==> src/design/hptd_ram.sv <==
// Generic single-port-write, single-port-read RAM with registered read data.
// Stand-alone; no package needed.

module hptd_ram #(
	parameter int WIDTH = 8,
	parameter int DEPTH = 256,
	localparam int AW = (DEPTH > 1) ? $clog2(DEPTH) : 1
) (
	input  logic             clk,
	input  logic             we,
	input  logic [AW-1:0]    waddr,
	input  logic [WIDTH-1:0] wdata,
	input  logic [AW-1:0]    raddr,
	output logic [WIDTH-1:0] rdata
);

	logic [WIDTH-1:0] mem [DEPTH];

	always_ff @(posedge clk) begin
		if (we) begin
			mem[waddr] <= wdata;
		end
		rdata <= mem[raddr];
	end

endmodule

==> config.mk <==
export PLATFORM = sky130hd
export DESIGN_NAME = hptd_ram
export DESIGN_NICKNAME = d
export VERILOG_FILES = /design/src/design/hptd_ram.sv
export SDC_FILE = /design/constraint.sdc
export NUM_CORES = 2
export LEC_CHECK = 0
export ABC_CLOCK_PERIOD_IN_PS = 4000
export BUFFER_PORTS_ARGS = -buffer_cell sky130_fd_sc_hd__buf_2
export CAP_MARGIN = 20
export CORE_MARGIN = 1
export CORE_UTILIZATION = 50
export DETAILED_ROUTE_END_ITERATION = 12
export GPL_ROUTABILITY_DRIVEN = 0
export PLACE_DENSITY_LB_ADDON = 0.25
export SETUP_SLACK_MARGIN = 0.2
export SYNTH_ARGS = -nofsm -noshare
export SYNTH_HDL_FRONTEND = slang
export SYNTH_SLANG_ARGS = --single-unit
==> constraint.sdc <==
create_clock -name clk -period 4 [get_ports clk]
set_input_delay 1 -clock clk [delete_from_list [all_inputs] [get_ports clk]]
set_output_delay 1 -clock clk [all_outputs]
set_load 0.02 [all_outputs]
==> flow_summary.toml <==
[grt]
grt_overflow = 0
grtUsageTotal_pct = 24.6
grt_pass1_wl_microns = 284000
grt_pass1_vias = 39800
antenna_found_initial = 13
grt_max_degree = 122

[clock_network]
clkTransAtPathRegs_ps = 60
insertion_delay_ps = 830
cts_sinks = 2056
cts-htree-levels = 4
cts_tree = "done"
cts_root_buffer = "clkbuf_16"
cts_resized = 0
clockBufferDepth = 3
cts-buffers-inserted = 200
cts_hold_buf = 0
post-cts-setup-buffers = 0

[synth]
synth_area_leaders = "edfxtp_1, mux4_2, mux2i_1"
ys.warnings.count = 0
syn_nets = 3759
avgSynthCellArea_sq_um = 21.3
synth-seq-cells = 2056
synth.cell_area_sq_um = 79600
async_reset_ff_share_pct = 0
synthCells = 3733
synth_flop_cell = "edfxtp_1"
synth.largest_area_cell = "edfxtp_1"
synth_edf_count = 2048
ys_seq_area_share_pct = 77.5
yosys.area.top_type_share_pct = 77.3
ys_types = 55

[sta]
period_needed_ps = 3540
tightest_slew_ps = 1040
finalHoldViolations = 0
fin_setup_tns_ps = 0
slew_viol_final = 0
finalCritPeriodShare_pct = 88.5
setup_viol_count_final = 0
rsz0062_at_grt = "false"
worst_hold_slack_ps = 638
clock_skew_ps = 73.5
max_freq_mhz = 282
slew_headroom_pct = 30.2

[critical_path]
critical_path_class = "primary input to flip-flop"
crit_path_end_kind = "flip-flop"
critPathCapture = "rdata[2]$_DFF_P_"
crit_fanout = 16
rr_endpoint = "rdata[2]$_DFF_P_"
crit_path_start = "raddr[0]"
reg2reg_from = "mem[100][2]$_DFFE_PP_"
critPathLaunchType = "primary input"
r2r_cells = 7
r2r_slack_ps = 1330
critical_path_arrival_ps = 4260
worstPathRequired_ps = 4720

[cells_and_area]
layout_common_cells = "edfxtp_1, mux4_2, buf_4"
final_area_sq_um = 91700
layout_commonest_cell = "edfxtp_1"
fillers = 11500
final_layout_size_suffix_gt1_share_pct = 29.2
instances_no_fill = 6460
nets = 4248
areaGrowthSynthToFinish_pct = 15.2

[placement]
dp_cells = 6092
numPortBuffers = 33
place_area_sq_um = 85300
dp_hpwl_microns = 126000

[detailed_routing]
drt_iter0_drc = 4881
drt_first_pass_iters = 5
wl_per_cell_microns = 30.6
vias = 40300
ant_nets = 0
routed_via_density = 6.23
routed_wl_microns = 197000
drc = 0

[power_and_ir_drop]
ir_worst_vdd_v = 0.000481
p_per_area_nw_per_um2 = 485
power_frac_comb_pct = 5.2
p_leak_nw = 29.3
clockPowerShare_pct = 41.3
switching_share_pct = 21.5
pwr-share-seq_pct = 53.5
switching_power_w = 0.00954
totalPowerFinal_w = 0.0445
intPower_w = 0.0349

[die]
dieArea_sq_um = 161000
initial_core_util_pct = 50.3
fp-row-count = 146
ios = 34
core_area_sq_um = 158000
die_h_microns = 401
die_x_microns = 401

[min_path]
hold_class = "primary input to flip-flop"

[run]
max_cap_violations = 0

[run_status]
status = "finished, final reports clean"
==> stage by stage <==
stage	util, %	setup slack [ps]
CTS	58.0	590
global route	58.0	528
floorplan	-	1060
detailed placement	53.9	-246
finish	58.0	460
global placement	53.9	-264
==> routing by layer <==
metal / part of all wire [%] / global-route usage, % / up-vias
li1: - / - / 16700
met1: 41 / 36.7 / 21400
met2: 47 / 37.8 / 1944
met3: 9.1 / 4.61 / 279
met4: 2.4 / 6.55 / 14
met5: 0.046 / 0 / -
==> area by class of cell <==
| class | count | area [sq um] | area share [%] |
|---|---|---|---|
| Sequential cell | 2056 | 61700 | 67.2 |
| Multi-Input combinational cell | 1442 | 16500 | 18.0 |
| Clock buffer | 266 | 5400 | 5.89 |
| Timing Repair Buffer | 520 | 4550 | 4.96 |
| Tap cell | 2072 | 2590 | 2.83 |
| Clock inverter | 100 | 990 | 1.08 |
| Inverter | 2 | 7.51 | 0.00819 |
| Antenna cell | 2 | 5.00 | 0.00546 |
==> worst min-delay path by stage <==
stage	from	endpoint	slack (ps)	depth (start not counted)
finish	wdata[1]	mem[210][1]$_DFFE_PP_	640	1
detailed placement	mem[32][5]$_DFFE_PP_	rdata[5]$_DFF_P_	1050	7
floorplan	mem[40][3]$_DFFE_PP_	rdata[3]$_DFF_P_	770	6
CTS	wdata[1]	mem[210][1]$_DFFE_PP_	600	1
global route	wdata[1]	mem[210][1]$_DFFE_PP_	620	1
global placement	mem[33][5]$_DFFE_PP_	rdata[5]$_DFF_P_	1030	7
==> kinds of logic after synthesis <==
logic type | count (synthesis) | share of synthesized area [%]
simple gates | 466 | 2.63
compound gates | 385 | 3.42
flops | 2056 | 77.5
mux | 591 | 14.6
buf+inv | 235 | 1.83
==> sequential cells by signal (all words and copies together) (netlist names) <==
register and cells:
rdata 8, mem 2048
==> power by group through the flow <==
stage	clock network [W]	registers [W]	logic, W
after global placement	0	0.0243	0.00229
after global routing	0.0194	0.0238	0.00242
after floorplan	0	0.0242	0.00115
final	0.0183	0.0238	0.00232
after CTS	0.0186	0.0238	0.00232
after detailed placement	0	0.0243	0.00232
==> worst max-delay path, cell delays in order <==
cell and delay, ps:
buf_8 190, buf_12 190, buf_12 170, buf_12 220
buf_4 220, mux4_2 500, nor2b_1 150, a211oi_1 480
nor3_1 120, nor4_1 690, buf_4 230, nor4_2 40
==> cell usage after synthesis (all sizes together) (6+ instances only) <==
| cell | n |
|---|---|
| nor3 | 22 |
| and2 | 6 |
| nand3 | 34 |
| o21ai | 12 |
| a221oi | 14 |
| nand2 | 33 |
| a21oi | 96 |
| nor4 | 27 |
| mux4 | 456 |
| mux2i | 134 |
| o211ai | 10 |
| nand2b | 8 |
| a22oi | 133 |
| a211oi | 16 |
| a22o | 8 |
| edfxtp | 2048 |
| o221ai | 47 |
| nor2 | 282 |
| dfxtp | 8 |
| clkbuf | 111 |
| nand4 | 10 |
| buf | 122 |
| o22ai | 28 |
| nor2b | 31 |
Note: power is estimated with default switching activity, not from simulation.
