$ cat src/design/hptd_pkg.sv
// Shared types and constants for the preorder Huffman tree decoder.
// Used by every module of the block but hptd_ram; depends on nothing else.

package hptd_pkg;

	localparam int MAX_SYMBOLS = 256;
	localparam int INNER_LIMIT = MAX_SYMBOLS - 1;
	localparam int TOKEN_W     = 9;
	localparam int SYM_W       = 8;
	localparam int NODE_W      = 8;
	localparam int LINK_W      = NODE_W + 1;
	localparam int LEAF_CNT_W  = $clog2(MAX_SYMBOLS + 1);
	localparam int DEPTH_W     = $clog2(MAX_SYMBOLS + 1);
	localparam int STACK_AW    = $clog2(MAX_SYMBOLS);

	localparam logic [TOKEN_W-1:0] TOKEN_INNER = TOKEN_W'(256);

	typedef enum logic [1:0] {
		CMD_TOKEN = 2'd0,
		CMD_BIT   = 2'd1,
		CMD_FLUSH = 2'd2
	} cmd_e;

	typedef enum logic [1:0] {
		KIND_SYMBOL    = 2'd0,
		KIND_LOADED    = 2'd1,
		KIND_MALFORMED = 2'd2,
		KIND_FLUSH     = 2'd3
	} kind_e;

	typedef struct packed {
		logic [1:0]         command;
		logic [TOKEN_W-1:0] tree_token;
		logic               last_token;
		logic               code_bit;
	} request_t;

	typedef struct packed {
		logic [1:0]       kind;
		logic [SYM_W-1:0] symbol;
		logic [7:0]       pending_bits;
	} result_t;

	// Link write from the loader; a link holds a leaf flag on top of a node
	// index or, for a leaf, the symbol itself.
	typedef struct packed {
		logic              left_en;
		logic              right_en;
		logic [NODE_W-1:0] addr;
		logic [LINK_W-1:0] data;
	} link_wr_t;

	typedef struct packed {
		logic first;
		logic done;
		logic ok;
	} load_stat_t;

	typedef struct packed {
		logic    valid;
		result_t data;
	} walk_res_t;

endpackage

$ cat src/design/hptd_walker.sv
// Tree walker: follows code bits from the root and reports symbols and
// flushes. Depends on hptd_pkg; reads the link RAMs held at the top level.

module hptd_walker (
	input  logic                          clk,
	input  logic                          arst_n,
	input  logic                          fire_bit,
	input  logic                          fire_flush,
	input  logic                          code_bit,
	input  hptd_pkg::load_stat_t          stat,
	input  hptd_pkg::link_wr_t            link_wr,
	input  logic [hptd_pkg::LINK_W-1:0]   left_rdata,
	input  logic [hptd_pkg::LINK_W-1:0]   right_rdata,
	output logic [hptd_pkg::NODE_W-1:0]   raddr,
	output hptd_pkg::walk_res_t           res
);
	import hptd_pkg::*;

	logic [NODE_W-1:0] walk_q, walk_d;
	logic [7:0]        bits_q, bits_d;
	logic              ready_q, ready_d;
	logic              left_wr_q, right_wr_q;
	logic [NODE_W-1:0] wr_addr_q;
	logic [LINK_W-1:0] wr_data_q;
	logic [LINK_W-1:0] left_val, right_val, child;

	// The link RAMs are read at the next walk node every cycle. A link written
	// at the same edge is not in that read, so it is taken from the last write.
	always_comb begin
		left_val  = left_rdata;
		right_val = right_rdata;
		if (left_wr_q && (wr_addr_q == walk_q)) begin
			left_val = wr_data_q;
		end
		if (right_wr_q && (wr_addr_q == walk_q)) begin
			right_val = wr_data_q;
		end
		child = code_bit ? right_val : left_val;
	end

	always_comb begin
		walk_d  = walk_q;
		bits_d  = bits_q;
		ready_d = ready_q;
		res     = '0;

		if (stat.done) begin
			ready_d = stat.ok;
			walk_d  = '0;
			bits_d  = '0;
		end else if (stat.first) begin
			ready_d = 1'b0;
		end

		if (fire_bit && ready_q) begin
			bits_d = bits_q + 1'b1;
			if (child[LINK_W-1]) begin
				res.valid       = 1'b1;
				res.data.kind   = KIND_SYMBOL;
				res.data.symbol = child[SYM_W-1:0];
				walk_d          = '0;
				bits_d          = '0;
			end else begin
				walk_d = child[NODE_W-1:0];
			end
		end

		if (fire_flush) begin
			res.valid             = 1'b1;
			res.data.kind         = KIND_FLUSH;
			res.data.pending_bits = ready_q ? bits_q : 8'd0;
			walk_d                = '0;
			bits_d                = '0;
		end
	end

	assign raddr = walk_d;

	always_ff @(posedge clk or negedge arst_n) begin
		if (!arst_n) begin
			walk_q     <= '0;
			bits_q     <= '0;
			ready_q    <= 1'b0;
			left_wr_q  <= 1'b0;
			right_wr_q <= 1'b0;
		end else begin
			walk_q     <= walk_d;
			bits_q     <= bits_d;
			ready_q    <= ready_d;
			left_wr_q  <= link_wr.left_en;
			right_wr_q <= link_wr.right_en;
		end
	end

	always_ff @(posedge clk) begin
		wr_addr_q <= link_wr.addr;
		wr_data_q <= link_wr.data;
	end

endmodule

$ cat config.mk
export PLATFORM = sky130hd
export DESIGN_NAME = hptd_walker
export DESIGN_NICKNAME = d
export VERILOG_FILES = /design/src/design/hptd_pkg.sv /design/src/design/hptd_walker.sv
export SDC_FILE = /design/constraint.sdc
export NUM_CORES = 1
export LEC_CHECK = 0
export BUFFER_PORTS_ARGS = -buffer_cell sky130_fd_sc_hd__buf_2
export CORE_MARGIN = 10
export CORE_UTILIZATION = 52
export DETAILED_ROUTE_END_ITERATION = 8
export GPL_TIMING_DRIVEN = 1
export PLACE_DENSITY = 0.83
export SYNTH_ARGS = -nofsm -noshare
export SYNTH_HDL_FRONTEND = slang
export SYNTH_SLANG_ARGS = --single-unit
export TNS_END_PERCENT = 10
$ cat constraint.sdc
create_clock -name clk -period 4 [get_ports clk]
set_input_delay 0.8 -clock clk [delete_from_list [all_inputs] [get_ports clk]]
set_output_delay 0.8 -clock clk [all_outputs]
set_load 0.02 [all_outputs]
==> metrics.md <==
| Metric | Value |
|---|---|
| Status | finished, final reports clean |
| Drt wl/cell | 17.3 µm |
| P&R area growth vs syn | 23.2% |
| CTS tree | built |
| Num Clock Sinks | 36 |
| Worst path max stage delay | 0.50 ns |
| CP Capture Type | output pin |
| All-layer global routing usage | 16.5% |
| Remaining antenna violation count after routing | 0 |
| Synth Cell Area | 1910 µm² |
| Worst Path Max Fanout | 11 |
| Slowest-stage cell, CP | and4_1 |
| TritonCTS Buffers | 5 |
| Maximum VDD drop | 0.244 mV |
| Global-route wire length before repair | 8.58 mm |
| Critical-path cell list | xnor2_1 -> and4_1 -> a31oi_1 -> o221a_4 -> or2_1 -> a21oi_2 -> buf_2 |
| Period Utilization, post-route | 89.2% |
| Clock Latency Late Sink | 0.30 ns |
| R2R Setup Slk | 1.64 ns |
| LEAKAGE | 1.23 nW |
| Total Nets Final | 301 |
| CTS clock-pin slew for the worst setup and hold paths | 0.08 ns |
| Total Wirelength | 5.23 mm |
| Total grt overflow | 0 |
| CP Data Required Time | 3.20 ns |
| H-tree levels | 2 |
| Synthesized Nets | 237 |
| Max Cap Viol | 0 |
| Root Buffer | clkbuf_8 |
| FILL cells | 286 |
| DRT Pass-1 Iters | 4 |
| Worst slew pin tran | 0.604 ns |
| Mapped Cells | 191 |
| Die area | 6500 µm² |
| Cell area after layout | 2350 µm² |
| Worst setup SP type | flop |
| Post-CTS setup buffer count | 0 |
| Maximum clock path buffer count | 2 |
| Final slew viol count | 0 |
| Cts hold-fix bufs | 0 |
| Post-DP HPWL | 3.88 mm |
| Cts repair resizes | 0 |
| Yosys reg bits | 36 |
| Worst min-delay path category | input pin to asynchronous set/reset pin |
| Min Clock Period, post-route | 3.57 ns |
| Fraction of final layout cells sized beyond drive strength 1 | 35.2% |
| DR vias | 1712 |
| CP Class | flop to output pin |
| Final setup TNS | 0 ns |
| Initial antenna violation count | 0 |
| Port Buf Inserts | 71 |
| Cell family with most CP delay | simple AND/OR/NAND/NOR gates |
| Yosys warning count | 0 |
| Avg Synthesized Cell Area | 10.0 µm² |
| Die Span Y | 80.6 µm |
| Number of global-route vias before repair | 1762 |
| Distinct cells, synth | 38 |
| Top Ports | 72 |
| Post-synthesis sequential area ratio | 42.7% |
| Die W | 80.6 µm |
| Area of the multi-input gates | 1000 µm² |
| Placed Area | 2240 µm² |
| Initial DRC Count | 145 |
| Unrepaired setup endpoints after global routing | false |
| Worst path arrival time | 2.77 ns |
| Maximum clock rate | 280 MHz |
| Vias per cell | 5.67 |
| Power Density | 345 nW/µm² |
| Final Hold Violating Endpoints | 0 |
| FP Rows | 21 |
| Clock skew | 0.00569 ns |
| RD Place Congestion | 0.829 |
| Final setup viols | 0 |
| DRC violations left | 0 |
| Core area | 3440 µm² |
| Sequential cell area | 816 µm² |
| Largest net degree at the start of global routing | 27 |
| Initial Utilization | 55.5% |
| Max transition margin | 59.6% |
| Ant diodes | 0 |
| Bufs and invs on worst path | 1 |
[flip-flops by register name, indices dropped and copies added, names as in the netlist]
register,flops
bits_q,8
left_wr_q,1
ready_q,1
right_wr_q,1
walk_q,8
wr_addr_q,8
wr_data_q,9
[worst paths after layout]
path                             end  cells past startpoint      start
hold reg to reg            bits_q[2]                      1  bits_q[2]
setup reg to reg           walk_q[1]                      6  walk_q[6]
setup / recovery            raddr[1]                      7  walk_q[6]
hold / removal             walk_q[4]                      1     arst_n
min in group clk           bits_q[2]                      1  bits_q[2]
max in group asynchronous    ready_q                      1     arst_n
[layout make-up]
cell class / count / share of cell area [%]
multi-input cells: 137 / 42.5
flip-flops and latches: 36 / 34.6
repair buffers: 71 / 15.1
clock buffers: 5 / 2.92
well taps: 46 / 2.44
clock inverters: 3 / 1.81
inverters: 4 / 0.638
[layout by cell type (no fill, tap or decap), types with 2 or more instances in the layout]
master,count
buf_2,71
nand2_1,19
dfrtp_1,19
dfxtp_1,17
and3_1,11
and4_1,9
mux2i_1,9
o21ai_0,9
xnor2_1,8
a211o_1,8
nand3b_1,8
a21oi_2,8
a211oi_1,7
and3b_1,7
clkbuf_8,5
inv_1,4
nor3_1,4
nor3b_1,4
a21o_1,4
nand3_1,3
o31ai_1,3
nand4_1,2
or3_1,2
[Yosys cell counts (all sizes together)]
master,instances,area [µm²]
or2,1,6.26
and3,11,68.8
xor2,1,8.76
nand2b,1,6.26
nand3b,8,60.1
dfrtp,19,475
a21oi,8,70.1
a21o,4,30.0
xnor2,8,70.1
a211o,8,70.1
nand2,19,71.3
a31oi,2,27.5
a211oi,7,52.6
mux2i,9,90.1
nor3b,4,30.0
ha,1,12.5
clkbuf,5,18.8
o221a,1,20.0
and2,1,6.26
and4,9,78.8
nor3,4,20.0
inv,4,15.0
nand3,4,25.0
nor2,1,3.75
o32a,1,10.0
o21ai,9,45.0
o21a,1,7.51
o31ai,3,22.5
buf,9,62.6
dfxtp,17,340
nand4,2,12.5
or3,2,12.5
and3b,7,61.3
[per-stage QoR]
| stage | std cells | setup slack, ns | hold WS [ns] | power (mW) | utilization, % |
|---|---|---|---|---|---|
| 4_1_cts | 302 | 0.428 | 0.452 | 0.813 | 68.4 |
| 3_3_place_gp | 294 | 0.831 | 0.511 | 0.491 | 65.2 |
| 2_1_floorplan | 191 | 1.20 | 0.482 | 0.454 | - |
| 3_5_place_dp | 294 | 0.792 | 0.534 | 0.493 | 65.2 |
| 5_1_grt | 302 | 0.274 | 0.451 | 0.846 | 68.4 |
| 6_report | 302 | 0.432 | 0.434 | 0.812 | 68.4 |
[cell families (layout without fill, tap and decap cells)]
family          count (synthesis)  in the layout  share of synthesized area (%)
flops                          36             36                           42.7
xor+xnor                        9              9                           4.12
fa+ha+maj                       1              1                          0.654
mux                             9              9                           4.71
buf+inv                        18             83                           5.04
simple gates                   74             74                           24.2
compound gates                 44             44                           18.6
[metal layers]
layer  vias to the layer above  track usage [%]  share of wire [%]
li1                        831                -                  -
met1                       802             20.1                 42
met2                        71             25.4                 47
met3                         8             7.13                9.8
met4                         0             5.63                1.4
met5                         -                0                  0
[report_power, final]
| part | switching (mW) | total [mW] | internal, mW | leakage (nW) |
|---|---|---|---|---|
| logic | 0.0596 | 0.101 | 0.0417 | 0.779 |
| registers | 0.0104 | 0.385 | 0.375 | 0.401 |
| clock network | 0.141 | 0.326 | 0.184 | 0.0541 |
No activity file was read; power rests on OpenSTA's default activity.
