### config.mk
export PLATFORM = sky130hd
export DESIGN_NAME = hptd_loader
export DESIGN_NICKNAME = d
export VERILOG_FILES = /design/src/design/hptd_pkg.sv /design/src/design/hptd_ram.sv /design/src/design/hptd_loader.sv
export SDC_FILE = /design/constraint.sdc
export NUM_CORES = 2
export LEC_CHECK = 0
export BUFFER_PORTS_ARGS = -buffer_cell sky130_fd_sc_hd__clkbuf_2
export CORE_MARGIN = 8
export CORE_UTILIZATION = 70
export CTS_BUF_LIST = sky130_fd_sc_hd__clkbuf_4
export DETAILED_ROUTE_END_ITERATION = 10
export PLACE_DENSITY_LB_ADDON = 0.1
export SYNTH_ARGS = -nofsm -noshare
export SYNTH_HDL_FRONTEND = slang
export SYNTH_SLANG_ARGS = --single-unit
export TNS_END_PERCENT = 100
### constraint.sdc
create_clock -name clk -period 10.8 [get_ports clk]
set_input_delay 2.16 -clock clk [delete_from_list [all_inputs] [get_ports clk]]
set_output_delay 2.16 -clock clk [all_outputs]
set_load 0.03 [all_outputs]
### src/design/hptd_pkg.sv
// Shared types and constants for the preorder Huffman tree decoder.
// Used by every module of the block but hptd_ram; depends on nothing else.

package hptd_pkg;

	localparam int MAX_SYMBOLS = 256;
	localparam int INNER_LIMIT = MAX_SYMBOLS - 1;
	localparam int TOKEN_W     = 9;
	localparam int SYM_W       = 8;
	localparam int NODE_W      = 8;
	localparam int LINK_W      = NODE_W + 1;
	localparam int LEAF_CNT_W  = $clog2(MAX_SYMBOLS + 1);
	localparam int DEPTH_W     = $clog2(MAX_SYMBOLS + 1);
	localparam int STACK_AW    = $clog2(MAX_SYMBOLS);

	localparam logic [TOKEN_W-1:0] TOKEN_INNER = TOKEN_W'(256);

	typedef enum logic [1:0] {
		CMD_TOKEN = 2'd0,
		CMD_BIT   = 2'd1,
		CMD_FLUSH = 2'd2
	} cmd_e;

	typedef enum logic [1:0] {
		KIND_SYMBOL    = 2'd0,
		KIND_LOADED    = 2'd1,
		KIND_MALFORMED = 2'd2,
		KIND_FLUSH     = 2'd3
	} kind_e;

	typedef struct packed {
		logic [1:0]         command;
		logic [TOKEN_W-1:0] tree_token;
		logic               last_token;
		logic               code_bit;
	} request_t;

	typedef struct packed {
		logic [1:0]       kind;
		logic [SYM_W-1:0] symbol;
		logic [7:0]       pending_bits;
	} result_t;

	// Link write from the loader; a link holds a leaf flag on top of a node
	// index or, for a leaf, the symbol itself.
	typedef struct packed {
		logic              left_en;
		logic              right_en;
		logic [NODE_W-1:0] addr;
		logic [LINK_W-1:0] data;
	} link_wr_t;

	typedef struct packed {
		logic first;
		logic done;
		logic ok;
	} load_stat_t;

	typedef struct packed {
		logic    valid;
		result_t data;
	} walk_res_t;

endpackage

### src/design/hptd_ram.sv
// Generic single-port-write, single-port-read RAM with registered read data.
// Stand-alone; no package needed.

module hptd_ram #(
	parameter int WIDTH = 8,
	parameter int DEPTH = 256,
	localparam int AW = (DEPTH > 1) ? $clog2(DEPTH) : 1
) (
	input  logic             clk,
	input  logic             we,
	input  logic [AW-1:0]    waddr,
	input  logic [WIDTH-1:0] wdata,
	input  logic [AW-1:0]    raddr,
	output logic [WIDTH-1:0] rdata
);

	logic [WIDTH-1:0] mem [DEPTH];

	always_ff @(posedge clk) begin
		if (we) begin
			mem[waddr] <= wdata;
		end
		rdata <= mem[raddr];
	end

endmodule

### src/design/hptd_loader.sv
// Tree loader: takes preorder tokens, keeps the node stack and the load
// counters, and issues link writes. Depends on hptd_pkg and hptd_ram.

module hptd_loader (
	input  logic                           clk,
	input  logic                           arst_n,
	input  logic                           fire,
	input  logic [hptd_pkg::TOKEN_W-1:0]   token,
	input  logic                           last,
	output hptd_pkg::link_wr_t             link_wr,
	output hptd_pkg::load_stat_t           stat
);
	import hptd_pkg::*;

	logic [LEAF_CNT_W-1:0] leaf_cnt_q, leaf_cnt_d;
	logic [NODE_W-1:0]     inner_cnt_q, inner_cnt_d;
	logic                  prev_leaf_q, prev_leaf_d;
	logic [NODE_W-1:0]     prev_idx_q, prev_idx_d;
	logic [DEPTH_W-1:0]    depth_q, depth_d;
	logic                  bad_q, bad_d;
	logic [NODE_W-1:0]     top_q, top_d;
	logic [NODE_W-1:0]     second_q, second_d;
	logic                  second_sel_q, second_sel_d;

	logic                  first;
	logic                  node_ok;
	logic                  node_leaf;
	logic [NODE_W-1:0]     node_idx;
	logic                  push;
	logic                  pop;
	logic [NODE_W-1:0]     second_val;
	logic [NODE_W-1:0]     stack_rdata;
	logic                  stack_we;
	logic [STACK_AW-1:0]   stack_waddr;
	logic [STACK_AW-1:0]   stack_raddr;

	// The top of the stack lives in a register; the entries below it sit in
	// the RAM. The entry just below the top is either held in a register or
	// arrives from the RAM read started by the last pop.
	assign second_val = second_sel_q ? second_q : stack_rdata;

	always_comb begin
		first       = !bad_q && (leaf_cnt_q == '0) && (inner_cnt_q == '0);
		leaf_cnt_d  = leaf_cnt_q;
		inner_cnt_d = inner_cnt_q;
		prev_leaf_d = prev_leaf_q;
		prev_idx_d  = prev_idx_q;
		depth_d     = depth_q;
		bad_d       = bad_q;
		node_ok     = 1'b0;
		node_leaf   = 1'b0;
		node_idx    = '0;
		push        = 1'b0;
		pop         = 1'b0;
		link_wr     = '0;
		stat        = '0;

		if (fire && !bad_q) begin
			if (token > TOKEN_INNER) begin
				bad_d = 1'b1;
			end else if (token == TOKEN_INNER) begin
				if (inner_cnt_q >= NODE_W'(INNER_LIMIT)) begin
					bad_d = 1'b1;
				end else begin
					node_ok     = 1'b1;
					node_idx    = inner_cnt_q;
					inner_cnt_d = inner_cnt_q + 1'b1;
				end
			end else begin
				if (leaf_cnt_q >= LEAF_CNT_W'(MAX_SYMBOLS)) begin
					bad_d = 1'b1;
				end else begin
					node_ok    = 1'b1;
					node_leaf  = 1'b1;
					node_idx   = token[NODE_W-1:0];
					leaf_cnt_d = leaf_cnt_q + 1'b1;
				end
			end

			if (node_ok) begin
				if (first) begin
					if (node_leaf) begin
						bad_d = 1'b1;
					end else begin
						prev_leaf_d = node_leaf;
						prev_idx_d  = node_idx;
					end
				end else if (!prev_leaf_q) begin
					if (depth_q >= DEPTH_W'(MAX_SYMBOLS)) begin
						bad_d = 1'b1;
					end else begin
						link_wr.left_en = 1'b1;
						link_wr.addr    = prev_idx_q;
						link_wr.data    = {node_leaf, node_idx};
						push            = 1'b1;
						depth_d         = depth_q + 1'b1;
						prev_leaf_d     = node_leaf;
						prev_idx_d      = node_idx;
					end
				end else begin
					if (depth_q == '0) begin
						bad_d = 1'b1;
					end else begin
						link_wr.right_en = 1'b1;
						link_wr.addr     = top_q;
						link_wr.data     = {node_leaf, node_idx};
						pop              = 1'b1;
						depth_d          = depth_q - 1'b1;
						prev_leaf_d      = node_leaf;
						prev_idx_d       = node_idx;
					end
				end
			end
		end

		stat.first = fire && first;
		if (fire && last) begin
			stat.done   = 1'b1;
			stat.ok     = !bad_d && prev_leaf_d && (depth_d == '0);
			leaf_cnt_d  = '0;
			inner_cnt_d = '0;
			prev_leaf_d = 1'b0;
			prev_idx_d  = '0;
			depth_d     = '0;
			bad_d       = 1'b0;
		end
	end

	always_comb begin
		top_d        = top_q;
		second_d     = second_val;
		second_sel_d = 1'b1;
		stack_we     = 1'b0;
		stack_waddr  = STACK_AW'(depth_q - 1'b1);
		stack_raddr  = STACK_AW'(depth_q - DEPTH_W'(3));
		if (push) begin
			top_d    = prev_idx_q;
			second_d = top_q;
			stack_we = (depth_q != '0);
		end else if (pop) begin
			top_d        = second_val;
			second_sel_d = 1'b0;
		end
	end

	hptd_ram #(
		.WIDTH(NODE_W),
		.DEPTH(MAX_SYMBOLS)
	) u_stack_ram (
		.clk  (clk),
		.we   (stack_we),
		.waddr(stack_waddr),
		.wdata(top_q),
		.raddr(stack_raddr),
		.rdata(stack_rdata)
	);

	always_ff @(posedge clk or negedge arst_n) begin
		if (!arst_n) begin
			leaf_cnt_q   <= '0;
			inner_cnt_q  <= '0;
			prev_leaf_q  <= 1'b0;
			prev_idx_q   <= '0;
			depth_q      <= '0;
			bad_q        <= 1'b0;
			second_sel_q <= 1'b1;
		end else begin
			leaf_cnt_q   <= leaf_cnt_d;
			inner_cnt_q  <= inner_cnt_d;
			prev_leaf_q  <= prev_leaf_d;
			prev_idx_q   <= prev_idx_d;
			depth_q      <= depth_d;
			bad_q        <= bad_d;
			second_sel_q <= second_sel_d;
		end
	end

	always_ff @(posedge clk) begin
		top_q    <= top_d;
		second_q <= second_d;
	end

endmodule

==> run_results.csv <==
group,metric,value,unit
run_status,outcome,"finished clean",
sta,drv_slew,0,
global_routing,grt_first_pass_wirelength,276000,um
setup_path,worst-setup-path-type,"reg -> out",
cts,htree_levels,6,
logic_synthesis,ys_seq_area_share,75.9,%
cts,clk_pin_slew,0.06,ns
setup_path,r2r_slack,4.88,ns
global_routing,gr-total-overflow,0,
sta,max_freq,142,MHz
logic_synthesis,ys_types,68,
cts,clk_latency,1.28,ns
die,die_y,360,um
cts,holdBufCountCts,0,
logic_synthesis,syn-num-nets,4089,
logic_synthesis,yosys_register_bits,2109,
hold_path,worst_hold_path.endpoint,"prev_idx_q[0]$_DFFE_PN0P_",
cts,cts_sinks,2109,
setup_path,required,8.64,ns
logic_synthesis,syn-cell-area,83000,sq um
global_routing,grt_pass1_vias,43300,
hold_path,min_from,"prev_idx_q[0]$_DFFE_PN0P_",
cells_and_area,final_area,91100,sq um
die,initial_core_util,70.4,%
cells_and_area,final_core_util,77.4,%
cells_and_area,fillers,6269,
routing,postRouteAntennaNets,0,
cells_and_area,final_nets,4509,
power,cellLeakagePower,28.6,nW
power,vdd_drop_max,182,uV
die,die_x,360,um
sta,worstMarginPinSlew,1.45,ns
global_routing,track_usage,28.8,%
setup_path,timing.rr.start,"depth_q[0]$_DFF_PN0_",
cells_and_area,final_cells,6374,
routing,firstDrtPassIters,6,
routing,drt-total-wl,187000,um
die,coreArea,118000,sq um
run,cap_violations,0,
placed_design,hpwl,106000,um
power,p_seq_share,48.0,%
cts,cts_tree,"built",
cts,postCtsResizedCells,0,
logic_synthesis,yosysTopAreaCellShare,74.4,%
cts,cts_setup_buffers,0,
routing,wl_per_cell,29.3,um
cts,cts_buffer_depth,4,
die,die_area,130000,sq um
cells_and_area,drive_gt1_share,30.6,%
placed_design,placedCellCount,5479,
global_routing,antenna_found_initial,6,
hold_path,worstHoldPathCells,1,
placed_design,port_buffers,34,
placed_design,gp_congestion,0.886,
setup_path,worstPathMaxFanout,19,
sta,tns,0,ns
logic_synthesis,ys_top_cells_by_area,"edfxtp_1 74%, mux4_2 14%, mux2i_1 2.2%, nor2_1 1.9%, dfrtp_1 1.1%",
sta,rsz0062_at_grt,"false",
sta,finalCritPeriodShare,65.0,%
logic_synthesis,async_flop_share,1.75,%
cts,cts_root_buffer,"clkbuf_4",
logic_synthesis,syn_avg_cell_area,20.4,sq um
die,rows,126,
logic_synthesis,synth_edf_count,2056,
power,p_sw,5.06,mW
power,p_per_area,209,nW/um^2
sta,skew,0.0777,ns
setup_path,reg2reg_to,"u_stack_ram.rdata[2]$_DFF_P_",
logic_synthesis,ys.flop_type,"edfxtp_1",
cells_and_area,area_growth_syn_to_layout,9.84,%
cells_and_area,final_cell_mix,"2056 x edfxtp_1, 762 x clkbuf_4, 521 x mux4_2",
power,p_comb_share,17.8,%
sta,setup_viol,0,
setup_path,arrival,4.86,ns
routing,drtIter0Drc,5476,
power,switching_share,26.6,%
power,internal-power,14.0,mW
logic_synthesis,yosysTopAreaCell,"edfxtp_1",
routing,vias_per_cell,6.67,
global_routing,grt_max_degree,208,
sta,finalCriticalPeriod,7.02,ns
routing,vias,42500,
sta,relSlewSlack,3.16,%
logic_synthesis,syn_inst,4066,
sta,final-hold-violation-count,0,
setup_path,ff2ff_path_depth,10,
cts,cts_buffers,541,
power,clockPowerShare,34.1,%
logic_synthesis,synth-warning-count,0,
placed_design,postPlaceCellArea,84600,sq um
setup_path,start_kind,"flip-flop",
cells_and_area,final_common_cell,"edfxtp_1",
hold_path,hold_class,"reg -> reg",
routing,route.detailed.drc,0,
die,io_pins,35,
setup_path,critPathCaptureType,"output port",
-- final cells by class --
class                      instances  area (sq um)  area share, %
antenna                            9          22.5         0.0247
multi-input combinational       1712         18800           20.7
sequential                      2109         63000           69.1
clock inverter                   124           733          0.805
clock buffer                     762          5720           6.28
inverter                          13          53.8         0.0590
timing repair buffer             109           821          0.901
tap                             1536          1920           2.11
-- logic make-up (layout without fill, tap and decap cells) --
logic type               count (synthesis)  count (layout)  synth area share, %
adder cells (fa/ha/maj)                 10              10                0.151
other                                    0               9                    0
multiplexers                           703             703                 16.3
AND/OR/NAND/NOR                        710             710                 3.67
buffers and inverters                  245            1008                 1.46
XOR/XNOR                                29              29                0.306
flip-flops                            2109            2109                 75.9
AO/OA/AOI/OAI                          260             260                 2.14
-- Yosys cell counts, types with 15 or more instances --
cell type / instances
mux4_2: 521
nor2_1: 417
o21a_1: 20
nand2_1: 156
buf_1: 27
mux2i_1: 182
clkbuf_1: 63
o22ai_1: 100
buf_4: 19
buf_2: 113
dfxtp_1: 16
a22o_1: 23
nor3_1: 27
dfrtp_1: 36
a21oi_1: 23
edfxtp_1: 2056
xnor2_1: 15
o21ai_0: 28
-- flip-flops by register name, indices dropped and copies added (netlist names) --
register,count
prev_idx_q,8
top_q,8
second_q,8
u_stack_ram.mem,2048
prev_leaf_q,1
bad_q,1
second_sel_q,1
inner_cnt_q,8
leaf_cnt_q,9
depth_q,9
u_stack_ram.rdata,8
-- worst max path at each step --
stage	from	endpoint
3_3_place_gp	token[4]	stat[0]
6_report	depth_q[0]$_DFF_PN0_	stat[0]
3_5_place_dp	token[4]	link_wr[14]
4_1_cts	depth_q[0]$_DFF_PN0_	stat[0]
2_1_floorplan	token[4]	link_wr[10]
5_1_grt	depth_q[0]$_DFF_PN0_	stat[0]
-- power groups by stage --
stage               combinational [mW]  sequential, mW  clock [mW]
finish                            3.39            9.15        6.50
global route                      3.57            9.14        7.03
CTS                               3.40            9.14        6.60
detailed placement                3.39            9.32           0
global placement                  3.35            9.32           0
floorplan                         2.32            9.41           0
-- per-stage QoR --
stage	power (mW)	setup slack, ns	hold WS, ns
after floorplan	11.7	4.15	0.473
after global placement	12.7	4.13	0.516
after detailed placement	12.7	4.08	0.508
after CTS	19.1	3.69	0.522
after global routing	19.7	3.47	0.542
final	19.0	3.78	0.515
-- layer usage --
metal / vias up / routed length (um) / track usage [%]
li1: 17900 / - / -
met1: 21700 / 71400 / 41.4
met2: 2504 / 88000 / 43.2
met3: 425 / 20500 / 7.67
met4: 10 / 6540 / 11.5
met5: - / 79 / 0
-- worst max-delay path: stages (launching register included) --
cell       delay [ns]
dfrtp_4          0.63
inv_1            0.28
ha_1             0.43
or4b_2           0.67
o21ai_1          0.27
a2bb2oi_1        0.26
o21ai_0          0.12
a2111oi_0        0.34
and4_1           0.39
clkbuf_2         0.26
(Power assumes the default switching activity.)
